`src/rtl/wctr_pkg.sv`:
```
`timescale 1ns / 1ps
// ---------------------------------------------------------------------------
// wctr_pkg
// Shared types and constants for the weighted channel top-k ranker.
// ---------------------------------------------------------------------------
`default_nettype none

package wctr_pkg;

    // Ranking depth
    localparam int TOP_K    = 5;
    localparam int CNT_W    = $clog2(TOP_K);

    // Field widths
    localparam int FACTOR_W = 16;
    localparam int WEIGHT_W = 16;
    localparam int FREQ_W   = 32;
    localparam int SCORE_W  = 36;
    localparam int PROD_W   = FACTOR_W + WEIGHT_W + 1;
    localparam int RANK_W   = 3;

    // Configuration register map
    localparam int CFG_ADDR_W = 2;
    typedef enum logic [CFG_ADDR_W-1:0] {
        REG_WEIGHT_LEVEL = 2'd0,
        REG_WEIGHT_TIME  = 2'd1,
        REG_WEIGHT_OWNED = 2'd2
    } cfg_reg_e;

    localparam logic [WEIGHT_W-1:0] WEIGHT_RESET = 16'd21845;

    typedef logic signed [SCORE_W-1:0] score_t;
    typedef logic        [FREQ_W-1:0]  freq_t;

    // Input transaction
    typedef struct packed {
        logic signed [FACTOR_W-1:0] signal_level;
        logic signed [FACTOR_W-1:0] time_share;
        logic signed [FACTOR_W-1:0] owned_factor;
        logic        [FREQ_W-1:0]   channel_freq;
        logic                       batch_end;
    } wctr_in_t;

    // Result transaction
    typedef struct packed {
        logic        [RANK_W-1:0]  rank_index;
        logic        [FREQ_W-1:0]  ranked_freq;
        logic signed [SCORE_W-1:0] ranked_score;
        logic                      rank_last;
    } wctr_out_t;

    // Output buffer status toward the pipeline control
    typedef struct packed {
        logic busy;
        logic done;
    } drain_status_t;

endpackage

`default_nettype wire

```
`src/rtl/wctr_rank.sv`:
```
`timescale 1ns / 1ps
// ---------------------------------------------------------------------------
// wctr_rank
// Top-k ranking table with registered insertion and batch snapshot.
// ---------------------------------------------------------------------------
`default_nettype none

module wctr_rank (
    input  wire logic             aclk,
    input  wire logic             aresetn,
    input  wire logic             fire,
    input  wire wctr_pkg::score_t score,
    input  wire wctr_pkg::freq_t  freq,
    input  wire logic             batch_end,
    output wctr_pkg::score_t      snap_score [wctr_pkg::TOP_K],
    output wctr_pkg::freq_t       snap_freq  [wctr_pkg::TOP_K]
);
    import wctr_pkg::*;

    score_t top_score_reg [TOP_K];
    freq_t  top_freq_reg  [TOP_K];
    score_t top_score_next [TOP_K];
    freq_t  top_freq_next  [TOP_K];

    logic [TOP_K-1:0] cond;
    logic [TOP_K-1:0] hit_above;

    // Slot tests: strict greater, plus tie with the entry above for middle slots
    always_comb begin
        cond[0]       = score > top_score_reg[0];
        cond[TOP_K-1] = score > top_score_reg[TOP_K-1];
        for (int k = 1; k <= TOP_K - 2; k++) begin
            cond[k] = (score > top_score_reg[k]) || (score == top_score_reg[k-1]);
        end
    end

    // Insert at first hit, shift lower entries down
    always_comb begin
        hit_above[0]      = 1'b0;
        top_score_next[0] = cond[0] ? score : top_score_reg[0];
        top_freq_next[0]  = cond[0] ? freq  : top_freq_reg[0];
        for (int i = 1; i < TOP_K; i++) begin
            hit_above[i] = hit_above[i-1] | cond[i-1];
            if (hit_above[i]) begin
                top_score_next[i] = top_score_reg[i-1];
                top_freq_next[i]  = top_freq_reg[i-1];
            end else if (cond[i]) begin
                top_score_next[i] = score;
                top_freq_next[i]  = freq;
            end else begin
                top_score_next[i] = top_score_reg[i];
                top_freq_next[i]  = top_freq_reg[i];
            end
        end
    end

    // Ranking state; batch end clears it as the snapshot is loaded
    always_ff @(posedge aclk) begin
        if (!aresetn) begin
            for (int i = 0; i < TOP_K; i++) begin
                top_score_reg[i] <= '0;
                top_freq_reg[i]  <= '0;
            end
        end else if (fire) begin
            for (int i = 0; i < TOP_K; i++) begin
                top_score_reg[i] <= batch_end ? '0 : top_score_next[i];
                top_freq_reg[i]  <= batch_end ? '0 : top_freq_next[i];
            end
        end
    end

    assign snap_score = top_score_next;
    assign snap_freq  = top_freq_next;

endmodule

`default_nettype wire

```
`config.mk`:
```
export PLATFORM = sky130hd
export DESIGN_NAME = wctr_rank
export DESIGN_NICKNAME = d
export VERILOG_FILES = /design/src/rtl/wctr_pkg.sv /design/src/rtl/wctr_rank.sv
export SDC_FILE = /design/constraint.sdc
export NUM_CORES = 1
export LEC_CHECK = 0
export BUFFER_PORTS_ARGS = -buffer_cell sky130_fd_sc_hd__buf_2
export CAP_MARGIN = 20
export CORE_MARGIN = 2
export CORE_UTILIZATION = 30
export CTS_BUF_LIST = sky130_fd_sc_hd__clkbuf_8
export DETAILED_ROUTE_END_ITERATION = 8
export PLACE_DENSITY = 0.49
export RECOVER_POWER = 25
export SLEW_MARGIN = 20
export SYNTH_ARGS = -nofsm -noshare
export SYNTH_HDL_FRONTEND = slang
export SYNTH_SLANG_ARGS = --single-unit
```
`constraint.sdc`:
```
create_clock -name aclk -period 13.3 [get_ports aclk]
set_input_delay 1.995 -clock aclk [delete_from_list [all_inputs] [get_ports aclk]]
set_output_delay 1.995 -clock aclk [all_outputs]
set_load 0.05 [all_outputs]
```
# ---- Word-level counts from Yosys, hierarchy flattened
# Memory sizes are Yosys's and may differ from the RTL's.
# Cells that the tools add are included.
dict set report totals {
  ram_bits 340
  n_memories 2
  in_bits 72
  register_bits 0
  output_inout_bits 340
}
# name words width rd rd_ports_with_merged_regs wr line_no
set memory_table {}
lappend memory_table {top_score_reg 5 36 5 0 5 wctr_rank.sv:20} ;# score_t top_score_reg [TOP_K];
lappend memory_table {top_freq_reg 5 32 5 0 5 wctr_rank.sv:21} ;# freq_t top_freq_reg [TOP_K];
dict set report op_classes {
  eq_ne 3
  bitwise 13
  n_mux 42
  n_lt_le_gt_ge 5
  n_reduce_logical 3
}
# op count
set ops {}
lappend ops {{2-to-1 mux 36 bit} 19}
lappend ops {{2-to-1 mux 32 bit} 19}
lappend ops {{greater-than comparator 36 bit} 5}
lappend ops {{== test 36 bit} 3}
lappend ops {{OR 1 bit} 13}
lappend ops {{2-to-1 mux 1 bit} 4}
lappend ops {{logical OR 1 bit} 3}

# ---- Longest topological paths before layout
# An unclocked memory read counts as a cell.
dict set report depth {
  ltp_word 9
  ltp_mapped 14
  mapped_depth_nobuf 10
}

# ---- Worst setup path after synthesis
# OpenSTA, ideal clock, no wires.
dict set report synth_timing {
  kind {input port to flip-flop}
  from {input port fire}
  to {memory top_freq_reg[0][0] (netlist bit), enable pin}
  slack_ps 2420
  cell_stages 1
  t_required_ps 12534
  arrival_time_ps 10114
  n_path_buf 0
  setup_ps 766
  path_cell_list {nand2b_1}
}
# item line_no
set synth_rtl {}
lappend synth_rtl {{start: declaration} wctr_rank.sv:11} ;# input wire logic fire,
lappend synth_rtl {{end: declaration} wctr_rank.sv:21}

==> impl_results.md <==
- # IOs: 412
- Die extent in x: 314 um
- GR Overflow Total: 0
- Yosys warnings: 0
- Crit path max-delay family: buffers and inverters
- Nets: 3574
- Fin cells: 4638
- Starting Density: ~30%
- FFs w/ async S/R, synth: 0%
- Final worst clock skew: 41.6 ps
- First-pass GRT wire length: 171 mm
- Number of remaining DRC errors: 0
- Crit-path cells: buf_2 -> nand2b_1 -> dlymetal6s4s_1
- Setup bufs post-CTS: 0
- PwrDens: 147 nW/um2
- Largest register FFs: 180
- Library cells used by synthesis: 61
- CTS H-tree lvls: 3
- Core box area: 95000 um2
- Worst-Margin Slew: 8030 ps
- Cell count after synthesis: about 3100
- Critical path launch point type: input pin
- Cell area after placement: between 30000 and 40000 um2
- Relative slew slack: -435%
- Worst path required time: ~13000 ps
- Worst Hold Class: reg -> reg
- Inserted Clock Buffers: 76
- Fillcell total: 9893
- Die area: slightly below 100000 um2
- DRT antenna net count: 0
- Share of total power in combinational logic: a little under half
- RSZ-0062 raised after global routing: no
- Switch share: 49.4%
- Leakage power: 12.7 nW
- Failing checks: max-capacitance violations, max-slew violations
- Final WL: 115 mm
- CTS clk-pin slew, worst paths: 50 ps
- Most used DFF post-synth: edfxtp_1
- CTS tree: yes
- Clock Tree Buf Depth: 3
- Simple-Gate Fraction of Synth Area: about an eighth
- Die height: 314 um
- Peak VDD IR: about 0.099 mV
- Vias: 27000
- EDFF count, synth: 340
- Root buffer cell: clkbuf_8
- Largest family of logic cells by synthesized area: compound AO/OA/AOI/OAI gates
- Net switching power: 2.38 mW
- Worst setup EP type: flop
- Seq pwr share: between 20% and 30%
- Fin Setup TNS: 0 ps
- Buf/Inv on CP: 2
- Pint: 2.44 mW
- Post-layout min period: ~10000 ps
- Sequential share of the synthesized area: 35.5%
- Cell row count: approximately 110
- CP Max Fanout: 152
- Post-synthesis mux area share: 8.08%
- Xor-xnor portion of the synthesized cell area: 0%
- Largest net degree at the start of global routing: 168
- Initial antenna violation count: 5
- Setup CP Type: in -> reg
- Avg Synthesized Cell Area: 9.30 um2
- Hpwl dp: 77.7 mm
- Final hold vios: 0
- Post-Synth Adder-Cell Area: just under 8%
- Synth Register Bits: between 300 and 400
- Maxcap violations: 3
- DRT Pass-1 Iters: 5
- CP arrival: 10430 ps
- IO buf count: slightly above 400
- Routability Congestion: 0.825
- Mapped Area: ~29000 um2
- P&R area growth vs syn: 14.0%
- Clock Latency Late Sink: around 720 ps
- Total clock sinks: 340
- Complex-gate fraction of the synthesized area: 28.2%
- Mapped Nets: 3347
- Fmax: roughly 0.096 GHz
- Register area: 10200 um2
- Multi-input logic area: 16500 um2
- DR WL/cell: 24.8 um
- Slew Limit Fails: 345
- Resized cells post-CTS: 0
- DR vias/cell: about 5.8
- Status: complete, but fails checks
- Period utilization: 77.9%
- Crit path largest cell delay: 5720 ps
- All-Layer GR Usage: a little under a quarter
- Clock group share of total power: between 20% and 30%
- Vias in the first global route: 25500
- Initial drt markers: 2473
- Final Cell Area: ~33000 um2
- Slowest cell on the critical path: dlymetal6s4s_1
- Final Setup Violations: 0
- Share of layout cells above drive strength 1: 20.6%
- Hold_buf cts: 0
- Placed cell count: 4509
-- cells in the final DEF (no fill, tap or decap), types with 100 or more instances in the layout --
cell type / synthesis / routed
a211oi_1: 236 / 236
ha_1: 180 / 179
buf_2: 87 / 411
edfxtp_1: 340 / 340
nand2_1: 247 / 246
inv_1: 188 / 206
mux2i_1: 136 / 136
a31oi_1: 137 / 137
a21oi_1: 414 / 413
nor3b_1: 100 / 100
-- power groups by stage --
stage | Combinational [mW] | Sequential (mW) | Clock [mW]
2_1_floorplan | 1.71 | 1.34 | 0
3_3_place_gp | 2.29 | 1.34 | 0
3_5_place_dp | 2.29 | 1.34 | 0
4_1_cts | 2.30 | 1.32 | 1.21
5_1_grt | 2.43 | 1.34 | 1.26
6_report | 2.29 | 1.33 | 1.19
-- cell families after synthesis --
family / Yosys count
flops: 340
fa+ha+maj: 180
simple gates: 694
buf+inv: 497
compound gates: 1180
mux: 204
-- worst paths after layout --
check | to | cells after the start | slack [ps] | startpoint
min | top_freq_reg[0][122] | 2 | 710 | top_freq_reg[0][90]
max | top_score_reg[0][144] | 3 | 2930 | fire
min reg2reg | top_freq_reg[0][122] | 2 | 710 | top_freq_reg[0][90]
max reg2reg | top_freq_reg[0][133] | 12 | 7830 | top_score_reg[0][33]
-- synthesized netlist by cell type (all sizes together), types with 80 or more instances --
master | count | area, um2
clkbuf | 174 | 653
mux2i | 136 | 1360
a31oi | 139 | 891
ha | 180 | 2250
nor3b | 101 | 763
nand2 | 247 | 927
a21oi | 415 | 2080
edfxtp | 340 | 10200
buf | 135 | 895
a211oi | 276 | 2270
nor2 | 80 | 303
inv | 188 | 706
-- final cells by class --
type | count | area share [%]
Inverter | 188 | 2.15
Sequential cell | 340 | 31.1
Multi-Input combinational cell | 2258 | 50.2
Antenna cell | 1 | 0.00763
Timing Repair Buffer | 458 | 7.43
Clock inverter | 49 | 0.980
Tap cell | 1265 | 4.83
Clock buffer | 79 | 3.31
-- worst min-delay path: stages, from the launching register on --
cell      delay (ps)
edfxtp_1         340
a31oi_1           60
a211oi_2         190
-- metal layers --
layer	wire (um)	part of all wire [%]	global-route usage, %	vias up
met4	3270	2.8	7.54	6
met1	51600	45	31.3	13400
met2	53900	47	35.8	856
li1	-	-	-	12600
met5	34	0.030	0	-
met3	6140	5.3	3.17	159
-- metrics by stage --
step	utilization (%)	hold slack, ps	worst slack (ps)	total power, mW
after floorplan	-	667	2420	3.05
after global placement	33.1	687	4330	3.64
after detailed placement	33.1	696	4350	3.64
after CTS	34.6	710	4340	4.84
after global routing	34.5	735	2240	5.03
final	34.5	714	2930	4.81
No activity file was read; power rests on OpenSTA's default activity.
