### src/rtl/wctr_pkg.sv
`timescale 1ns / 1ps
// ---------------------------------------------------------------------------
// wctr_pkg
// Shared types and constants for the weighted channel top-k ranker.
// ---------------------------------------------------------------------------
`default_nettype none

package wctr_pkg;

    // Ranking depth
    localparam int TOP_K    = 5;
    localparam int CNT_W    = $clog2(TOP_K);

    // Field widths
    localparam int FACTOR_W = 16;
    localparam int WEIGHT_W = 16;
    localparam int FREQ_W   = 32;
    localparam int SCORE_W  = 36;
    localparam int PROD_W   = FACTOR_W + WEIGHT_W + 1;
    localparam int RANK_W   = 3;

    // Configuration register map
    localparam int CFG_ADDR_W = 2;
    typedef enum logic [CFG_ADDR_W-1:0] {
        REG_WEIGHT_LEVEL = 2'd0,
        REG_WEIGHT_TIME  = 2'd1,
        REG_WEIGHT_OWNED = 2'd2
    } cfg_reg_e;

    localparam logic [WEIGHT_W-1:0] WEIGHT_RESET = 16'd21845;

    typedef logic signed [SCORE_W-1:0] score_t;
    typedef logic        [FREQ_W-1:0]  freq_t;

    // Input transaction
    typedef struct packed {
        logic signed [FACTOR_W-1:0] signal_level;
        logic signed [FACTOR_W-1:0] time_share;
        logic signed [FACTOR_W-1:0] owned_factor;
        logic        [FREQ_W-1:0]   channel_freq;
        logic                       batch_end;
    } wctr_in_t;

    // Result transaction
    typedef struct packed {
        logic        [RANK_W-1:0]  rank_index;
        logic        [FREQ_W-1:0]  ranked_freq;
        logic signed [SCORE_W-1:0] ranked_score;
        logic                      rank_last;
    } wctr_out_t;

    // Output buffer status toward the pipeline control
    typedef struct packed {
        logic busy;
        logic done;
    } drain_status_t;

endpackage

`default_nettype wire

### src/rtl/wctr_drain.sv
`timescale 1ns / 1ps
// ---------------------------------------------------------------------------
// wctr_drain
// Result buffer: holds one ranking snapshot and shifts it out in rank order.
// ---------------------------------------------------------------------------
`default_nettype none

module wctr_drain (
    input  wire logic                   aclk,
    input  wire logic                   aresetn,
    input  wire logic                   load,
    input  wire wctr_pkg::score_t       snap_score [wctr_pkg::TOP_K],
    input  wire wctr_pkg::freq_t        snap_freq  [wctr_pkg::TOP_K],
    output logic                        m_valid,
    input  wire logic                   m_ready,
    output wctr_pkg::wctr_out_t         m_item,
    output wctr_pkg::drain_status_t     status
);
    import wctr_pkg::*;

    score_t            buf_score_reg [TOP_K];
    freq_t             buf_freq_reg  [TOP_K];
    logic [CNT_W-1:0]  cnt_reg;
    logic              busy_reg;
    logic              is_last;
    logic              take;

    assign is_last = cnt_reg == CNT_W'(TOP_K - 1);
    assign take    = busy_reg && m_ready;

    // Control: busy flag and rank counter
    always_ff @(posedge aclk) begin
        if (!aresetn) begin
            busy_reg <= 1'b0;
            cnt_reg  <= '0;
        end else if (load) begin
            busy_reg <= 1'b1;
            cnt_reg  <= '0;
        end else if (take) begin
            busy_reg <= !is_last;
            cnt_reg  <= is_last ? '0 : cnt_reg + 1'b1;
        end
    end

    // Snapshot buffer, head entry is the current result
    always_ff @(posedge aclk) begin
        if (load) begin
            buf_score_reg <= snap_score;
            buf_freq_reg  <= snap_freq;
        end else if (take) begin
            for (int i = 0; i < TOP_K - 1; i++) begin
                buf_score_reg[i] <= buf_score_reg[i+1];
                buf_freq_reg[i]  <= buf_freq_reg[i+1];
            end
        end
    end

    assign m_valid             = busy_reg;
    assign m_item.rank_index   = RANK_W'(cnt_reg);
    assign m_item.ranked_freq  = buf_freq_reg[0];
    assign m_item.ranked_score = buf_score_reg[0];
    assign m_item.rank_last    = is_last;

    assign status.busy = busy_reg;
    assign status.done = take && is_last;

endmodule

`default_nettype wire

### config.mk
export PLATFORM = sky130hd
export DESIGN_NAME = wctr_drain
export DESIGN_NICKNAME = d
export VERILOG_FILES = /design/src/rtl/wctr_pkg.sv /design/src/rtl/wctr_drain.sv
export SDC_FILE = /design/constraint.sdc
export NUM_CORES = 1
export LEC_CHECK = 0
export BUFFER_PORTS_ARGS = -buffer_cell sky130_fd_sc_hd__buf_2
export CAP_MARGIN = 20
export CELL_PAD_IN_SITES_DETAIL_PLACEMENT = 0
export CELL_PAD_IN_SITES_GLOBAL_PLACEMENT = 2
export CORE_ASPECT_RATIO = 0.75
export CORE_MARGIN = 3
export CORE_UTILIZATION = 38
export DETAILED_ROUTE_END_ITERATION = 10
export PLACE_DENSITY_LB_ADDON = 0.1
export SYNTH_ARGS = -nofsm -noshare
export SYNTH_HDL_FRONTEND = slang
export SYNTH_SLANG_ARGS = --single-unit
### constraint.sdc
create_clock -name aclk -period 11.5 [get_ports aclk]
set_input_delay 1.725 -clock aclk [delete_from_list [all_inputs] [get_ports aclk]]
set_output_delay 1.725 -clock aclk [all_outputs]
set_load 0.01 [all_outputs]
Word level (Yosys, flattened, before mapping)
Index checks and enable logic that the tools add are counted.

word-level totals
  bits in registers = 344
  input bits = 344
  output and inout port bits = 75

operators by class
  mux-type cells = 7
  bitwise operators = 1
  equal/unequal tests = 1
  reductions and logical operators = 5
  add/sub/neg operators = 1

operators by type and width
  operator                                                       count
  144-bit two-way mux                                            2
  128-bit two-way mux                                            2
  3-bit by 1-bit adder with 3-bit output, second input constant  1
  3-bit equality test, second input constant                     1
  3-bit two-way mux                                              1
  1-bit logical AND                                              2
  1-bit two-way mux                                              2
  2-bit nonzero test                                             1
  2-bit OR reduction                                             1
  1-bit logical NOT                                              1
  1-bit inverter                                                 1

Depth between registers and ports, before layout
  depth in word-level cells = 4
  gate-level depth with buffers = 5

Worst setup path after synthesis
OpenSTA, ideal clock, no wires.

  kind = input-to-reg
  from = in load
  to = reg buf_freq_reg[100] (netlist bit), enable pin
  slack = 2.961 ns
  data required time = 9.416 ns
  stages = 4
  path buffers = 2
  arrival time = 6.455 ns
  path through = buf_6 buf_6 inv_1 nand2_1

between the ends
  cells in the longest elaborated chain, start to end = 1

RTL lines
  what                                 line              text
  from (decl)                          wctr_drain.sv:11  input wire logic load,
  2-bit nonzero test (no source line)  -
  to (signal assigned)                 wctr_drain.sv:49  buf_freq_reg <= snap_freq;
  to (signal, indexed assignment)      wctr_drain.sv:53  buf_freq_reg[i] <= buf_freq_reg[i+1];
  to (decl)                            wctr_drain.sv:22  freq_t buf_freq_reg [TOP_K];

Every way passes these cells.
A chain may end at the register's enable or synchronous reset.

Worst setup path in the final report
  from = in load
  to = reg buf_score_reg, in the netlist m_item[36], data pin

between the ends
  cells in the longest elaborated chain, start to end = 1

RTL lines
  what                             line              text
  144-bit two-way mux              wctr_drain.sv:47  if (load) begin
  to (signal assigned)             wctr_drain.sv:48  buf_score_reg <= snap_score;
  to (signal, indexed assignment)  wctr_drain.sv:52  buf_score_reg[i] <= buf_score_reg[i+1];
  to (decl)                        wctr_drain.sv:21  score_t buf_score_reg [TOP_K];

Every way passes these cells.

==> insert_results.sql <==
INSERT INTO impl_metrics (metric_group, metric, value, unit) VALUES
('floorplanning', 'initial_core_utilization', '38.9', '%'),
('logic_synthesis', 'seq_area_frac_synth', '66.3', '%'),
('route', 'routed-wl-met2', '16600', 'um'),
('route', 'drtAntennaViolNets', '0', ''),
('clock_network', 'cts_tree', 'yes', ''),
('timing', 'period_needed', '4.79', 'ns'),
('pwr', 'vdd.ir_drop.worst', '0.0732', 'mV'),
('final_layout', 'seqCellArea', '0.0103', 'sq mm'),
('route', 'drc_errors', '0', ''),
('logic_synthesis', 'synth.largest_area_cell', 'sky130_fd_sc_hd__edfxtp_1', ''),
('place', 'globalplace.congestion', '0.746', ''),
('logic_synthesis', 'synth_ff_type', 'sky130_fd_sc_hd__edfxtp_1', ''),
('logic_synthesis', 'syn_nets', '1084', ''),
('logic_synthesis', 'synth_area', '0.0155', 'sq mm'),
('timing', 'finalSetupViolations', '0', ''),
('clock_network', 'cts_max_path_buffers', '3', ''),
('logic_synthesis', 'postSynth.asyncResetShare', '0', '%'),
('final_layout', 'layout.cells.non_filler', '1657', ''),
('timing', 'fin_skew', '0.0150', 'ns'),
('clock_network', 'ctsRootBufferMaster', 'sky130_fd_sc_hd__clkbuf_16', ''),
('route', 'drt_first_iter_violations', '307', ''),
('worst_setup_path', 'cp.arrival', '5.06', 'ns'),
('worst_setup_path', 'worstSetupStartpointType', 'primary input', ''),
('floorplanning', 'floorplan.core_area', '0.0399', 'sq mm'),
('clock_network', 'post-cts-setup-buffer-count', '0', ''),
('min_path', 'worst_hold_path_type', 'reg2reg', ''),
('place', 'place.detailed.instances', '1584', ''),
('clock_network', 'cts.sink_count', '344', ''),
('grt', 'grt_max_degree', '80', ''),
('worst_setup_path', 'crit_path_end_kind', 'flip-flop', ''),
('floorplanning', 'die-area', '0.0433', 'sq mm'),
('clock_network', 'cts_htree_levels', '2', ''),
('worst_setup_path', 'critPathRequiredTime', '11.78', 'ns'),
('timing', 'maxClockFrequency', '209', 'MHz'),
('final_layout', 'layout.nets', '1449', ''),
('pwr', 'static-leakage-power', '7.90', 'nW'),
('route', 'vias', '7382', ''),
('logic_synthesis', 'synth.top_cells.by_area', 'sky130_fd_sc_hd__edfxtp_1 (66%), sky130_fd_sc_hd__mux2_4 (25%), sky130_fd_sc_hd__buf_4 (3.4%)', ''),
('pwr', 'power_per_cell_area', '162', 'mW/mm^2'),
('floorplanning', 'std_cell_rows', '63', ''),
('route', 'met1_length', '12500', 'um'),
('route', 'vias_per_cell', '4.46', ''),
('timing', 'worst_pin_slew', '1.04', 'ns'),
('worst_setup_path', 'crit_path_max_fanout', '65', ''),
('place', 'pre_cts_ws', '6.10', 'ns'),
('status', 'run_status', 'completed', ''),
('route', 'top_layer', 'met5', ''),
('logic_synthesis', 'yosysMostFrequentCell', 'sky130_fd_sc_hd__edfxtp_1', ''),
('timing', 'timing.hold.ws', '0.514', 'ns'),
('timing', 'slew_viol_final', '0', ''),
('route', 'met3_wirelength', '2680', 'um'),
('grt', 'grt_pass1_wl', '46800', 'um'),
('logic_synthesis', 'netlist_top_cells_count', 'sky130_fd_sc_hd__edfxtp_1 (340), sky130_fd_sc_hd__mux2_4 (259), sky130_fd_sc_hd__buf_4 (70), sky130_fd_sc_hd__buf_12 (22), sky130_fd_sc_hd__mux2_2 (13)', ''),
('place', 'detailedPlacementHpwl', '23700', 'um'),
('job', 'cap_viol_max_count', '0', ''),
('worst_setup_path', 'crit_path_cell_trace', 'buf_8 -> buf_4 -> buf_4 -> buf_4 -> mux2_2', ''),
('clock_network', 'clk_pin_slew_worst_paths', '0.06', 'ns'),
('grt', 'antenna_found_initial', '23', ''),
('timing', 'final.setup.tns', '0', 'ns'),
('final_layout', 'layout-area-overhead-vs-synth', '18.9', '%'),
('logic_synthesis', 'number_of_synthesized_flops_with_an_enable_pin', '340', ''),
('grt', 'grt.overflow.total', '0', ''),
('logic_synthesis', 'syn_area_per_cell', '21.0', 'sq um'),
('timing', 'grt_setup_unrepaired', 'no', ''),
('place', 'io_buffers', '418', ''),
('worst_setup_path', 'setup.worst_path.class', 'in2reg', ''),
('final_layout', 'filler_cell_count', '3545', ''),
('logic_synthesis', 'ys_warn_count', '0', ''),
('floorplanning', 'die_x', '239', 'um'),
('logic_synthesis', 'ys_seq_elements', '344', ''),
('timing', 'timing_hold_violations_final', '0', '');
layout make-up:
cell class              instances  area share (%)
multi-input cells             290            22.5
flip-flops and latches        344            55.8
inverters                       3          0.0611
clock inverters                18           0.726
clock buffers                  49            5.50
well taps                     520            3.53
diodes                          6          0.0814
repair buffers                427            11.8
where the power goes:
part | internal [mW] | total [mW] | switching [mW] | leakage (nW)
registers | 1.52 | 1.55 | 0.0284 | 3.40
clock network | 0.665 | 1.13 | 0.469 | 0.565
logic | 0.189 | 0.310 | 0.121 | 3.94
total | 2.37 | 2.99 | 0.619 | 7.90
cell families (layout without fill, tap and decap cells):
kind of cell | Yosys count | in the layout | share of synthesized area (%)
compound gates | 6 | 6 | 0.234
flops | 344 | 344 | 66.3
other cells | 0 | 6 | 0
fa+ha+maj | 2 | 2 | 0.161
mux | 272 | 272 | 26.0
simple gates | 10 | 10 | 0.347
buf+inv | 104 | 497 | 6.91
critical path: cells and delay by family:
kind                   cells  cell delay, ns
multiplexers               1            0.40
buffers and inverters      4            2.69
stage by stage:
stage | power [mW] | instance area, sq um
floorplan | 1.82 | 15500
global placement | 1.88 | 17300
detailed placement | 1.89 | 17300
CTS | 3.05 | 18400
global route | 3.13 | 18400
finish | 2.99 | 18400
routing by layer:
layer,track usage (%),vias to the layer above
li1,-,3525
met1,17.0,3521
met2,24.7,221
met3,5.86,85
met4,3.92,30
met5,0,-
path summary, 6_finish.rpt:
check	endpoint	from	slack, ns	depth (start not counted)
min reg2reg	cnt_reg[1]$_SDFFE_PP0P_	cnt_reg[1]$_SDFFE_PP0P_	0.51	2
max	m_item[36]$_DFFE_PP_	load	6.71	5
max reg2reg	buf_freq_reg[86]$_DFFE_PP_	m_valid$_SDFFE_PN0P_	7.88	4
min	cnt_reg[1]$_SDFFE_PP0P_	cnt_reg[1]$_SDFFE_PP0P_	0.51	2
layout by cell type (no fill, tap or decap), types with 3 or more instances in the layout:
cell type	instances
sky130_fd_sc_hd__buf_2	417
sky130_fd_sc_hd__edfxtp_1	340
sky130_fd_sc_hd__mux2_4	259
sky130_fd_sc_hd__clkbuf_16	39
sky130_fd_sc_hd__mux2_2	13
sky130_fd_sc_hd__clkbuf_1	10
sky130_fd_sc_hd__buf_4	9
sky130_fd_sc_hd__clkinv_1	8
sky130_fd_sc_hd__clkinv_2	7
sky130_fd_sc_hd__diode_2	6
sky130_fd_sc_hd__dfxtp_1	4
sky130_fd_sc_hd__inv_1	3
Power figures use the tool's default switching activity.
